## src/hdl/afp_pkg.sv

```systemverilog
// ----------------------------------------------------------------------------
// afp_pkg
// Shared types and constants of the adaptive feasibility penalty unit:
// item structs, mode and register codes, and fixed-point penalty bounds.
// ----------------------------------------------------------------------------
package afp_pkg;

  localparam int FRACTION_BITS     = 16;
  localparam int PEN_W             = 10 + FRACTION_BITS;
  localparam int COUNT_OUT_W       = 7;
  localparam int TARGET_W          = 7;
  localparam int CFG_IDX_W         = 2;
  localparam int CFG_DATA_W        = PEN_W;
  localparam int WINDOW_LENGTH_DEF = 100;

  localparam logic [PEN_W-1:0] PEN_ONE   = PEN_W'(64'd1 << FRACTION_BITS);
  localparam logic [PEN_W-1:0] PEN_CAP   = PEN_W'(64'd1000 << FRACTION_BITS);
  localparam logic [PEN_W-1:0] PEN_FLOOR = PEN_W'(((64'd1 << FRACTION_BITS) + 64'd5) / 64'd10);

  localparam logic [TARGET_W-1:0] TARGET_RESET = TARGET_W'(20);

  // Item modes; the fourth code is unused and leaves the state unchanged.
  localparam logic [1:0] MODE_RECORD  = 2'd0;
  localparam logic [1:0] MODE_MANAGE  = 2'd1;
  localparam logic [1:0] MODE_RESTART = 2'd2;
  localparam logic [1:0] MODE_UNUSED  = 2'd3;

  // Configuration register indexes.
  localparam logic [CFG_IDX_W-1:0] CFG_TARGET   = 2'd0;
  localparam logic [CFG_IDX_W-1:0] CFG_INIT_CAP = 2'd1;
  localparam logic [CFG_IDX_W-1:0] CFG_INIT_DUR = 2'd2;

  typedef struct packed {
    logic [1:0] mode;
    logic       load_ok;
    logic       duration_ok;
  } afp_in_t;

  typedef struct packed {
    logic [PEN_W-1:0]       capacity_penalty_out;
    logic [PEN_W-1:0]       duration_penalty_out;
    logic [COUNT_OUT_W-1:0] load_feasible_count;
    logic [COUNT_OUT_W-1:0] duration_feasible_count;
  } afp_out_t;

  // Strobes for the accepted item, at most one set (none for the unused mode).
  typedef struct packed {
    logic record;
    logic manage;
    logic restart;
  } afp_cmd_t;

endpackage

```

## src/hdl/afp_ram.sv

```systemverilog
// ----------------------------------------------------------------------------
// afp_ram
// Generic single-write, single-read synchronous RAM with registered read data.
// ----------------------------------------------------------------------------
module afp_ram #(
  parameter int WIDTH = 2,
  parameter int DEPTH = 100
) (
  input  logic                     clk,
  input  logic                     wr_en,
  input  logic [$clog2(DEPTH)-1:0] wr_addr,
  input  logic [WIDTH-1:0]         wr_data,
  input  logic [$clog2(DEPTH)-1:0] rd_addr,
  output logic [WIDTH-1:0]         rd_data
);

  logic [WIDTH-1:0] mem [DEPTH];
  logic [WIDTH-1:0] rd_data_r;

  always_ff @(posedge clk) begin
    if (wr_en) begin
      mem[wr_addr] <= wr_data;
    end
    rd_data_r <= mem[rd_addr];
  end

  assign rd_data = rd_data_r;

endmodule

```

## src/hdl/afp_window.sv

```systemverilog
// ----------------------------------------------------------------------------
// afp_window
// Load and duration flag windows held in one RAM, with the write pointer,
// the running counts of ones and a wrap flag standing in for the refill.
// ----------------------------------------------------------------------------
module afp_window #(
  parameter int WINDOW_LENGTH = afp_pkg::WINDOW_LENGTH_DEF
) (
  input  logic                               clk,
  input  logic                               rst_n,
  input  afp_pkg::afp_cmd_t                  cmd,
  input  logic                               load_ok,
  input  logic                               duration_ok,
  output logic [$clog2(WINDOW_LENGTH+1)-1:0] load_cnt,
  output logic [$clog2(WINDOW_LENGTH+1)-1:0] dur_cnt,
  output logic [$clog2(WINDOW_LENGTH+1)-1:0] load_cnt_nxt,
  output logic [$clog2(WINDOW_LENGTH+1)-1:0] dur_cnt_nxt
);
  import afp_pkg::*;

  localparam int AW    = $clog2(WINDOW_LENGTH);
  localparam int CNT_W = $clog2(WINDOW_LENGTH + 1);

  logic [AW-1:0]    ptr_r, ptr_nxt, rd_addr;
  logic             wrapped_r, wrapped_nxt;
  logic [CNT_W-1:0] load_cnt_r, dur_cnt_r;
  logic [1:0]       rd_flags;
  logic             old_load, old_dur;

  // The RAM is read every cycle at the pointer of the next cycle, so its
  // output always holds the slot that the next record overwrites. Until the
  // pointer has wrapped once after a restart, that slot still counts as one.
  assign old_load = wrapped_r ? rd_flags[1] : 1'b1;
  assign old_dur  = wrapped_r ? rd_flags[0] : 1'b1;

  always_comb begin
    ptr_nxt      = ptr_r;
    wrapped_nxt  = wrapped_r;
    load_cnt_nxt = load_cnt_r;
    dur_cnt_nxt  = dur_cnt_r;
    if (cmd.restart) begin
      ptr_nxt      = '0;
      wrapped_nxt  = 1'b0;
      load_cnt_nxt = CNT_W'(WINDOW_LENGTH);
      dur_cnt_nxt  = CNT_W'(WINDOW_LENGTH);
    end else if (cmd.record) begin
      load_cnt_nxt = load_cnt_r - CNT_W'(old_load) + CNT_W'(load_ok);
      dur_cnt_nxt  = dur_cnt_r - CNT_W'(old_dur) + CNT_W'(duration_ok);
      if (ptr_r == AW'(WINDOW_LENGTH - 1)) begin
        ptr_nxt     = '0;
        wrapped_nxt = 1'b1;
      end else begin
        ptr_nxt = ptr_r + AW'(1);
      end
    end
  end

  assign rd_addr = rst_n ? ptr_nxt : '0;

  always_ff @(posedge clk) begin
    if (!rst_n) begin
      ptr_r      <= '0;
      wrapped_r  <= 1'b0;
      load_cnt_r <= CNT_W'(WINDOW_LENGTH);
      dur_cnt_r  <= CNT_W'(WINDOW_LENGTH);
    end else begin
      ptr_r      <= ptr_nxt;
      wrapped_r  <= wrapped_nxt;
      load_cnt_r <= load_cnt_nxt;
      dur_cnt_r  <= dur_cnt_nxt;
    end
  end

  afp_ram #(
    .WIDTH (2),
    .DEPTH (WINDOW_LENGTH)
  ) u_ram (
    .clk     (clk),
    .wr_en   (cmd.record),
    .wr_addr (ptr_r),
    .wr_data ({load_ok, duration_ok}),
    .rd_addr (rd_addr),
    .rd_data (rd_flags)
  );

  assign load_cnt = load_cnt_r;
  assign dur_cnt  = dur_cnt_r;

endmodule

```

## src/hdl/afp_penalty.sv

```systemverilog
// ----------------------------------------------------------------------------
// afp_penalty
// One penalty register with its window test and the raise-by-1.2 or
// lower-by-0.85 update, rounded half up and held within floor and cap.
// ----------------------------------------------------------------------------
module afp_penalty #(
  parameter int WINDOW_LENGTH = afp_pkg::WINDOW_LENGTH_DEF
) (
  input  logic                               clk,
  input  logic                               rst_n,
  input  afp_pkg::afp_cmd_t                  cmd,
  input  logic [afp_pkg::TARGET_W-1:0]       target,
  input  logic [afp_pkg::PEN_W-1:0]          init_pen,
  input  logic [$clog2(WINDOW_LENGTH+1)-1:0] cnt,
  output logic [afp_pkg::PEN_W-1:0]          pen_nxt
);
  import afp_pkg::*;

  localparam int CNT_W = $clog2(WINDOW_LENGTH + 1);
  localparam int CMP_W = $clog2(132 * WINDOW_LENGTH + 1);
  // Numerators stay below 2^NUM_W; a reciprocal with DIV_K fraction bits
  // gives the exact quotient by ten over that range.
  localparam int NUM_W = PEN_W + 4;
  localparam int DIV_K = NUM_W + 4;
  localparam int M_W   = DIV_K - 3;
  localparam logic [63:0] DIV_M_FULL = ((64'd1 << DIV_K) + 64'd9) / 64'd10;
  localparam logic [M_W-1:0] DIV_M = DIV_M_FULL[M_W-1:0];

  logic [PEN_W-1:0] pen_r;
  logic [CMP_W-1:0] c100, tw, five_w;
  logic             too_low, too_high, raise, lower;
  logic [NUM_W-1:0] raise_num, lower_num, num;
  logic [NUM_W:0]   lower_full;
  logic [NUM_W+M_W-1:0] prod;
  logic [PEN_W:0]   quot;
  logic [PEN_W-1:0] adj, init_clamped;

  assign five_w   = CMP_W'(5 * WINDOW_LENGTH);
  assign c100     = CMP_W'(cnt) * CMP_W'(100);
  assign tw       = CMP_W'(target) * CMP_W'(WINDOW_LENGTH);
  assign too_low  = (c100 + five_w) < tw;
  assign too_high = c100 > (tw + five_w);
  assign raise    = too_low && (pen_r < PEN_CAP);
  assign lower    = too_high && (pen_r > PEN_FLOOR);

  // 12p + 5 over ten, or (17p + 10) / 2 over ten, which equals over twenty.
  assign raise_num  = (NUM_W'(pen_r) << 3) + (NUM_W'(pen_r) << 2) + NUM_W'(5);
  assign lower_full = ((NUM_W+1)'(pen_r) << 4) + (NUM_W+1)'(pen_r) + (NUM_W+1)'(10);
  assign lower_num  = lower_full[NUM_W:1];
  assign num        = raise ? raise_num : lower_num;
  assign prod       = (NUM_W+M_W)'(num) * (NUM_W+M_W)'(DIV_M);
  assign quot       = prod[DIV_K+PEN_W:DIV_K];

  always_comb begin
    adj = pen_r;
    if (raise) begin
      adj = (quot > (PEN_W+1)'(PEN_CAP)) ? PEN_CAP : quot[PEN_W-1:0];
    end else if (lower) begin
      adj = (quot < (PEN_W+1)'(PEN_FLOOR)) ? PEN_FLOOR : quot[PEN_W-1:0];
    end
  end

  always_comb begin
    if (init_pen > PEN_CAP) begin
      init_clamped = PEN_CAP;
    end else if (init_pen < PEN_FLOOR) begin
      init_clamped = PEN_FLOOR;
    end else begin
      init_clamped = init_pen;
    end
  end

  always_comb begin
    pen_nxt = pen_r;
    if (cmd.restart) begin
      pen_nxt = init_clamped;
    end else if (cmd.manage) begin
      pen_nxt = adj;
    end
  end

  always_ff @(posedge clk) begin
    if (!rst_n) begin
      pen_r <= PEN_ONE;
    end else begin
      pen_r <= pen_nxt;
    end
  end

endmodule

```

## src/hdl/adaptive_feasibility_penalty_unit.sv

```systemverilog
// ----------------------------------------------------------------------------
// adaptive_feasibility_penalty_unit
// Sliding-window feasibility tracking with adaptive capacity and duration
// penalties.
// ----------------------------------------------------------------------------
// Usage: the input channel (in_valid, in_ready, in_data) takes one item per
// cycle: record shifts a load and a duration flag into the windows, manage
// adjusts both penalties from the window counts, restart refills the windows
// with ones and loads the clamped initial penalties. Every item gives exactly
// one result on the output channel (out_valid, out_ready, out_data) showing
// the penalties and counts after that item.
// out_valid is set in the cycle after acceptance; one item is taken per
// cycle while the output is not stalled, as the penalty and count registers
// update with each item and the window RAM, with one read and one write
// port, is read ahead at the next pointer.
// The output register holds a result until it is taken. While it is full and
// out_ready is low, in_ready is low; when it is taken, a new item enters in
// the same cycle.
// Reset (rst_n low, synchronous) empties the output register, returns the
// counts to the window length, the pointer to zero and the penalties to 1.0;
// no clearing pass runs, as window slots count as ones until first rewritten.
// Configuration writes (cfg_we, cfg_index, cfg_wdata) are registered.
// ----------------------------------------------------------------------------
module adaptive_feasibility_penalty_unit #(
  parameter int WINDOW_LENGTH = afp_pkg::WINDOW_LENGTH_DEF
) (
  input  logic                           clk,
  input  logic                           rst_n,
  input  logic                           in_valid,
  output logic                           in_ready,
  input  afp_pkg::afp_in_t               in_data,
  output logic                           out_valid,
  input  logic                           out_ready,
  output afp_pkg::afp_out_t              out_data,
  input  logic                           cfg_we,
  input  logic [afp_pkg::CFG_IDX_W-1:0]  cfg_index,
  input  logic [afp_pkg::CFG_DATA_W-1:0] cfg_wdata
);
  import afp_pkg::*;

  localparam int CNT_W = $clog2(WINDOW_LENGTH + 1);

  logic [TARGET_W-1:0] target_r;
  logic [PEN_W-1:0]    init_cap_r, init_dur_r;
  logic                accept;
  afp_cmd_t            cmd;
  logic [CNT_W-1:0]    load_cnt, dur_cnt, load_cnt_nxt, dur_cnt_nxt;
  logic [PEN_W-1:0]    cap_pen_nxt, dur_pen_nxt;
  logic [CNT_W+COUNT_OUT_W-1:0] load_ext, dur_ext;
  logic                out_valid_r, out_valid_nxt;
  afp_out_t            out_data_r, out_data_nxt;

  assign in_ready = rst_n && (!out_valid_r || out_ready);
  assign accept   = in_valid && in_ready;

  assign cmd.record  = accept && (in_data.mode == MODE_RECORD);
  assign cmd.manage  = accept && (in_data.mode == MODE_MANAGE);
  assign cmd.restart = accept && (in_data.mode == MODE_RESTART);

  always_ff @(posedge clk) begin
    if (!rst_n) begin
      target_r   <= TARGET_RESET;
      init_cap_r <= PEN_ONE;
      init_dur_r <= PEN_ONE;
    end else if (cfg_we) begin
      unique case (cfg_index)
        CFG_TARGET:   target_r   <= cfg_wdata[TARGET_W-1:0];
        CFG_INIT_CAP: init_cap_r <= cfg_wdata[PEN_W-1:0];
        CFG_INIT_DUR: init_dur_r <= cfg_wdata[PEN_W-1:0];
        default: ;
      endcase
    end
  end

  afp_window #(
    .WINDOW_LENGTH (WINDOW_LENGTH)
  ) u_window (
    .clk          (clk),
    .rst_n        (rst_n),
    .cmd          (cmd),
    .load_ok      (in_data.load_ok),
    .duration_ok  (in_data.duration_ok),
    .load_cnt     (load_cnt),
    .dur_cnt      (dur_cnt),
    .load_cnt_nxt (load_cnt_nxt),
    .dur_cnt_nxt  (dur_cnt_nxt)
  );

  afp_penalty #(
    .WINDOW_LENGTH (WINDOW_LENGTH)
  ) u_cap_pen (
    .clk      (clk),
    .rst_n    (rst_n),
    .cmd      (cmd),
    .target   (target_r),
    .init_pen (init_cap_r),
    .cnt      (load_cnt),
    .pen_nxt  (cap_pen_nxt)
  );

  afp_penalty #(
    .WINDOW_LENGTH (WINDOW_LENGTH)
  ) u_dur_pen (
    .clk      (clk),
    .rst_n    (rst_n),
    .cmd      (cmd),
    .target   (target_r),
    .init_pen (init_dur_r),
    .cnt      (dur_cnt),
    .pen_nxt  (dur_pen_nxt)
  );

  assign load_ext = {{COUNT_OUT_W{1'b0}}, load_cnt_nxt};
  assign dur_ext  = {{COUNT_OUT_W{1'b0}}, dur_cnt_nxt};

  always_comb begin
    out_data_nxt.capacity_penalty_out    = cap_pen_nxt;
    out_data_nxt.duration_penalty_out    = dur_pen_nxt;
    out_data_nxt.load_feasible_count     = load_ext[COUNT_OUT_W-1:0];
    out_data_nxt.duration_feasible_count = dur_ext[COUNT_OUT_W-1:0];
  end

  assign out_valid_nxt = accept || (out_valid_r && !out_ready);

  always_ff @(posedge clk) begin
    if (!rst_n) begin
      out_valid_r <= 1'b0;
    end else begin
      out_valid_r <= out_valid_nxt;
    end
  end

  always_ff @(posedge clk) begin
    if (accept) begin
      out_data_r <= out_data_nxt;
    end
  end

  assign out_valid = out_valid_r;
  assign out_data  = out_data_r;

endmodule

```

## config.mk

```make
export PLATFORM = sky130hd
export DESIGN_NAME = adaptive_feasibility_penalty_unit
export DESIGN_NICKNAME = d
export VERILOG_FILES = /design/src/hdl/afp_pkg.sv /design/src/hdl/afp_ram.sv /design/src/hdl/afp_window.sv /design/src/hdl/afp_penalty.sv /design/src/hdl/adaptive_feasibility_penalty_unit.sv
export SDC_FILE = /design/constraint.sdc
export NUM_CORES = 2
export LEC_CHECK = 0
export ABC_AREA = 0
export BUFFER_PORTS_ARGS = -buffer_cell sky130_fd_sc_hd__buf_4
export CORE_AREA = 2 2 316 318
export DETAILED_ROUTE_END_ITERATION = 8
export DIE_AREA = 0 0 318 320
export GPL_TIMING_DRIVEN = 0
export PLACE_DENSITY_LB_ADDON = 0.15
export RECOVER_POWER = 25
export SLEW_MARGIN = 20
export SYNTH_ARGS = -nofsm -noshare
export SYNTH_HDL_FRONTEND = slang
export SYNTH_SLANG_ARGS = --single-unit
```

## constraint.sdc

```tcl
create_clock -name clk -period 14 [get_ports clk]
set_clock_uncertainty 0.2 [all_clocks]
set_input_delay 2.1 -clock clk [delete_from_list [all_inputs] [get_ports clk]]
set_output_delay 2.1 -clock clk [all_outputs]
set_load 0.02 [all_outputs]
```

==> qor.csv <==
stage,metric,value,unit
min_path,min_to,init_cap_r[18],
finish,multi_input_area,38720,um2
place,place_area,55240,um2
route,drc_errors,0,
route,drtIter0Drc,3719,
logic_synthesis,syn_area,52790,um2
timing,report.final.hold_viol_count,0,
logic_synthesis,yosysMostFrequentCell,inv_1,
route,vias_per_cell,5.860,
place,place.gp.congestion,0.9748,
clock_tree,cts_buffer_depth,3,
global_routing,grt_pass1_wl,246.9,mm
route,vias,43000,
critical_path,critical_path.max_fanout,10,
critical_path,r2r-end,u_dur_pen.pen_r[25],
global_routing,grt-ovfl-total,0,
min_path,hold_depth,2,
floorplan,die_area,101800,um2
logic_synthesis,yosysTopAreaCell,ha_1,
finish,num-fill-cells,8757,
logic_synthesis,avgSynthCellArea,9.074,um2
status,outcome,finished with violations,
timing,worstMarginPinSlew,4.700,ns
route,routed_wl,159.9,mm
route,firstDrtPassIters,8,
critical_path,r2r_slack,0.35,ns
finish,area_growth,10.04,%
floorplan,initial_core_util,53.88,%
logic_synthesis,synthTopCellsByCount,"1004 x inv_1, 845 x ha_1, 568 x nand2_1",
critical_path,r2r-start,u_window.dur_cnt[2],
clock_tree,clkSlewWorstSetupHoldPaths,0.06,ns
run,drv_cap,2,
global_routing,grt_max_degree,102,
critical_path,critPathKind,reg2reg,
min_path,hold_start,init_cap_r[18],
timing,period_share,97.47,%
timing,min_period,13.65,ns
floorplan,rows,115,
floorplan,die_y,320,um
finish,fin_area,58090,um2
clock_tree,htree_levels,2,
finish,ff_latch_area,10720,um2
critical_path,start_kind,flop,
logic_synthesis,synth_cell_types,100,
critical_path,required,14.25,ns
clock_tree,clock_latency,0.60,ns
finish,fin_nets,7412,
logic_synthesis,yosys_warnings,0,
finish,n_antenna_cell,0,
place,hpwlAfterDp,133.1,mm
timing,timing.hold.ws,0.2833,ns
clock_tree,tritoncts,yes,
timing,drv_slew,176,
global_routing,grt_pass1_vias,42240,
floorplan,die_w,318,um
logic_synthesis,synth_fp_nets,7212,
critical_path,cp_slowest_cell,fa_1,
route,avgRoutedWirePerCell,21.80,um
logic_synthesis,synthTopCellsByArea,"ha_1 20%, fa_1 19%, edfxtp_1 15%, inv_1 7.1%, dfxtp_1 5.2%",
floorplan,coreArea,97990,um2
logic_synthesis,synth_top_area_share,20.03,%
logic_synthesis,synth_cells,5818,
logic_synthesis,synth_edf_count,266,
finish,drive_gt1_share,8.164,%
route,ant_nets,0,
logic_synthesis,synthFlopType,edfxtp_1,
critical_path,end_kind,flop,
place,port_buffers,102,
status,violations,"max-capacitance violations, max-slew violations",
global_routing,grt_usage,31.38,%
floorplan,top_level_ports,105,
clock_tree,cts-buffers-inserted,44,
logic_synthesis,ys_seq_area_share,20.29,%
logic_synthesis,ys_ff_latch,402,
critical_path,slowest_delay,0.61,ns
timing,finalSetupViolCount,0,
global_routing,antenna_found_initial,4,
min_path,min_path_type,reg2reg,
clock_tree,root_buffer,clkbuf_16,
critical_path,reg2regPathDepth,48,
clock_tree,clock_sinks,402,
timing,maxSlewHeadroom,-213.3,%
timing,max_freq,0.07328,GHz
critical_path,arrival,13.89,ns
logic_synthesis,synthArstFlopShare,0,%
cell usage in the layout (no fill, tap or decap), drive strengths merged, types with 29 or more instances in the layout:
cell,count
xor2,67
o21ai,223
a21o,98
and2,37
o21bai,39
a311oi,45
a21oi,377
buf,195
dfxtp,136
a211oi,57
nor3,87
nand4,54
a31oi,37
ha,845
edfxtp,266
nand2,568
clkbuf,171
nand3,134
fa,512
and3,58
inv,1009
o21a,52
o211ai,35
nor2,344
nor2b,41
xnor2,139
nand2b,29
worst max path at each step:
stage                                    start             endpoint  slack (ns)  cells after the start
final                      u_window.dur_cnt[2]  u_dur_pen.pen_r[25]        0.35                     48
after global routing       u_window.dur_cnt[2]         out_data[24]        -0.1                     48
after CTS                 u_window.load_cnt[3]         out_data[45]       0.005                     50
after detailed placement   u_window.dur_cnt[2]         out_data[27]       -2.10                     46
after global placement     u_window.dur_cnt[2]         out_data[27]       -2.32                     45
after floorplan           u_window.load_cnt[2]         out_data[46]        1.30                     54
stage by stage:
stage	setup WS [ns]	instances	util [%]	TNS [ns]
5_1_grt	-0.09551	7338	59.29	-0.8256
3_5_place_dp	-2.096	7212	56.37	-170.95
2_1_floorplan	1.299	5818	-	0
6_report	0.3545	7338	59.29	0
3_3_place_gp	-2.320	7207	56.30	-186.56
4_1_cts	0.004615	7307	58.44	0
final cells by class:
cell class | count | area share, %
buffer | 151 | 1.148
clock buffer | 58 | 1.986
clock inverter | 21 | 0.4351
inverter | 1004 | 6.498
multi-input combinational | 4258 | 66.65
sequential | 402 | 18.45
tap | 1287 | 2.772
timing repair buffer | 157 | 2.055
critical path: cells and delay by family, from the launching register on:
family                     cells  cell delay [ns]
xor gates and xnor gates       2             0.71
DFF                            1             0.42
AOI/OAI and AO/OA             10             2.34
and+or+nand+nor               10             2.11
adders and majority gates     14             6.28
buffers and inverters         12             1.41
state kept, by name, indices dropped and copies added (netlist names), 2 cells and up:
register / count
u_window.ptr_r: 7
u_window.u_ram.mem: 200
u_window.u_ram.rd_data: 2
u_cap_pen.pen_r: 26
u_dur_pen.pen_r: 26
u_window.dur_cnt: 7
u_window.load_cnt: 7
target_r: 7
out_data: 66
init_dur_r: 26
init_cap_r: 26
logic make-up (layout without fill, tap and decap cells):
kind of cell | Yosys count | in the layout | share of synthesized area (%)
and+or+nand+nor | 1475 | 1475 | 13.01
adders and majority gates | 1357 | 1357 | 39.44
AOI/OAI and AO/OA | 1175 | 1175 | 14.64
buffers and inverters | 1158 | 1391 | 8.281
DFF | 402 | 402 | 20.29
xor gates and xnor gates | 206 | 206 | 3.418
muxes | 45 | 45 | 0.9196
per-layer routing:
| metal | wire length [um] | global-route usage, % | vias to the layer above | share of wire [%] |
|---|---|---|---|---|
| met1 | 71610 | 44.85 | 20980 | 45 |
| met4 | 4717 | 8.085 | 2 | 2.9 |
| li1 | - | - | 20200 | - |
| met3 | 12140 | 4.813 | 245 | 7.6 |
| met5 | 8 | 0 | - | 0.0050 |
| met2 | 71470 | 49.73 | 1574 | 45 |
timing repair:
action                     4_1_cts  5_1_grt
cloned                           0        0
pin swaps                       14       40
resized for setup              114      145
hold buffers                     0        0
buffers inserted                18       31
setup endpoints to repair      104       99
Power is left out: the tool's default activity adds up to more than one toggle a clock period on the data nets, which glitch-free logic cannot reach.
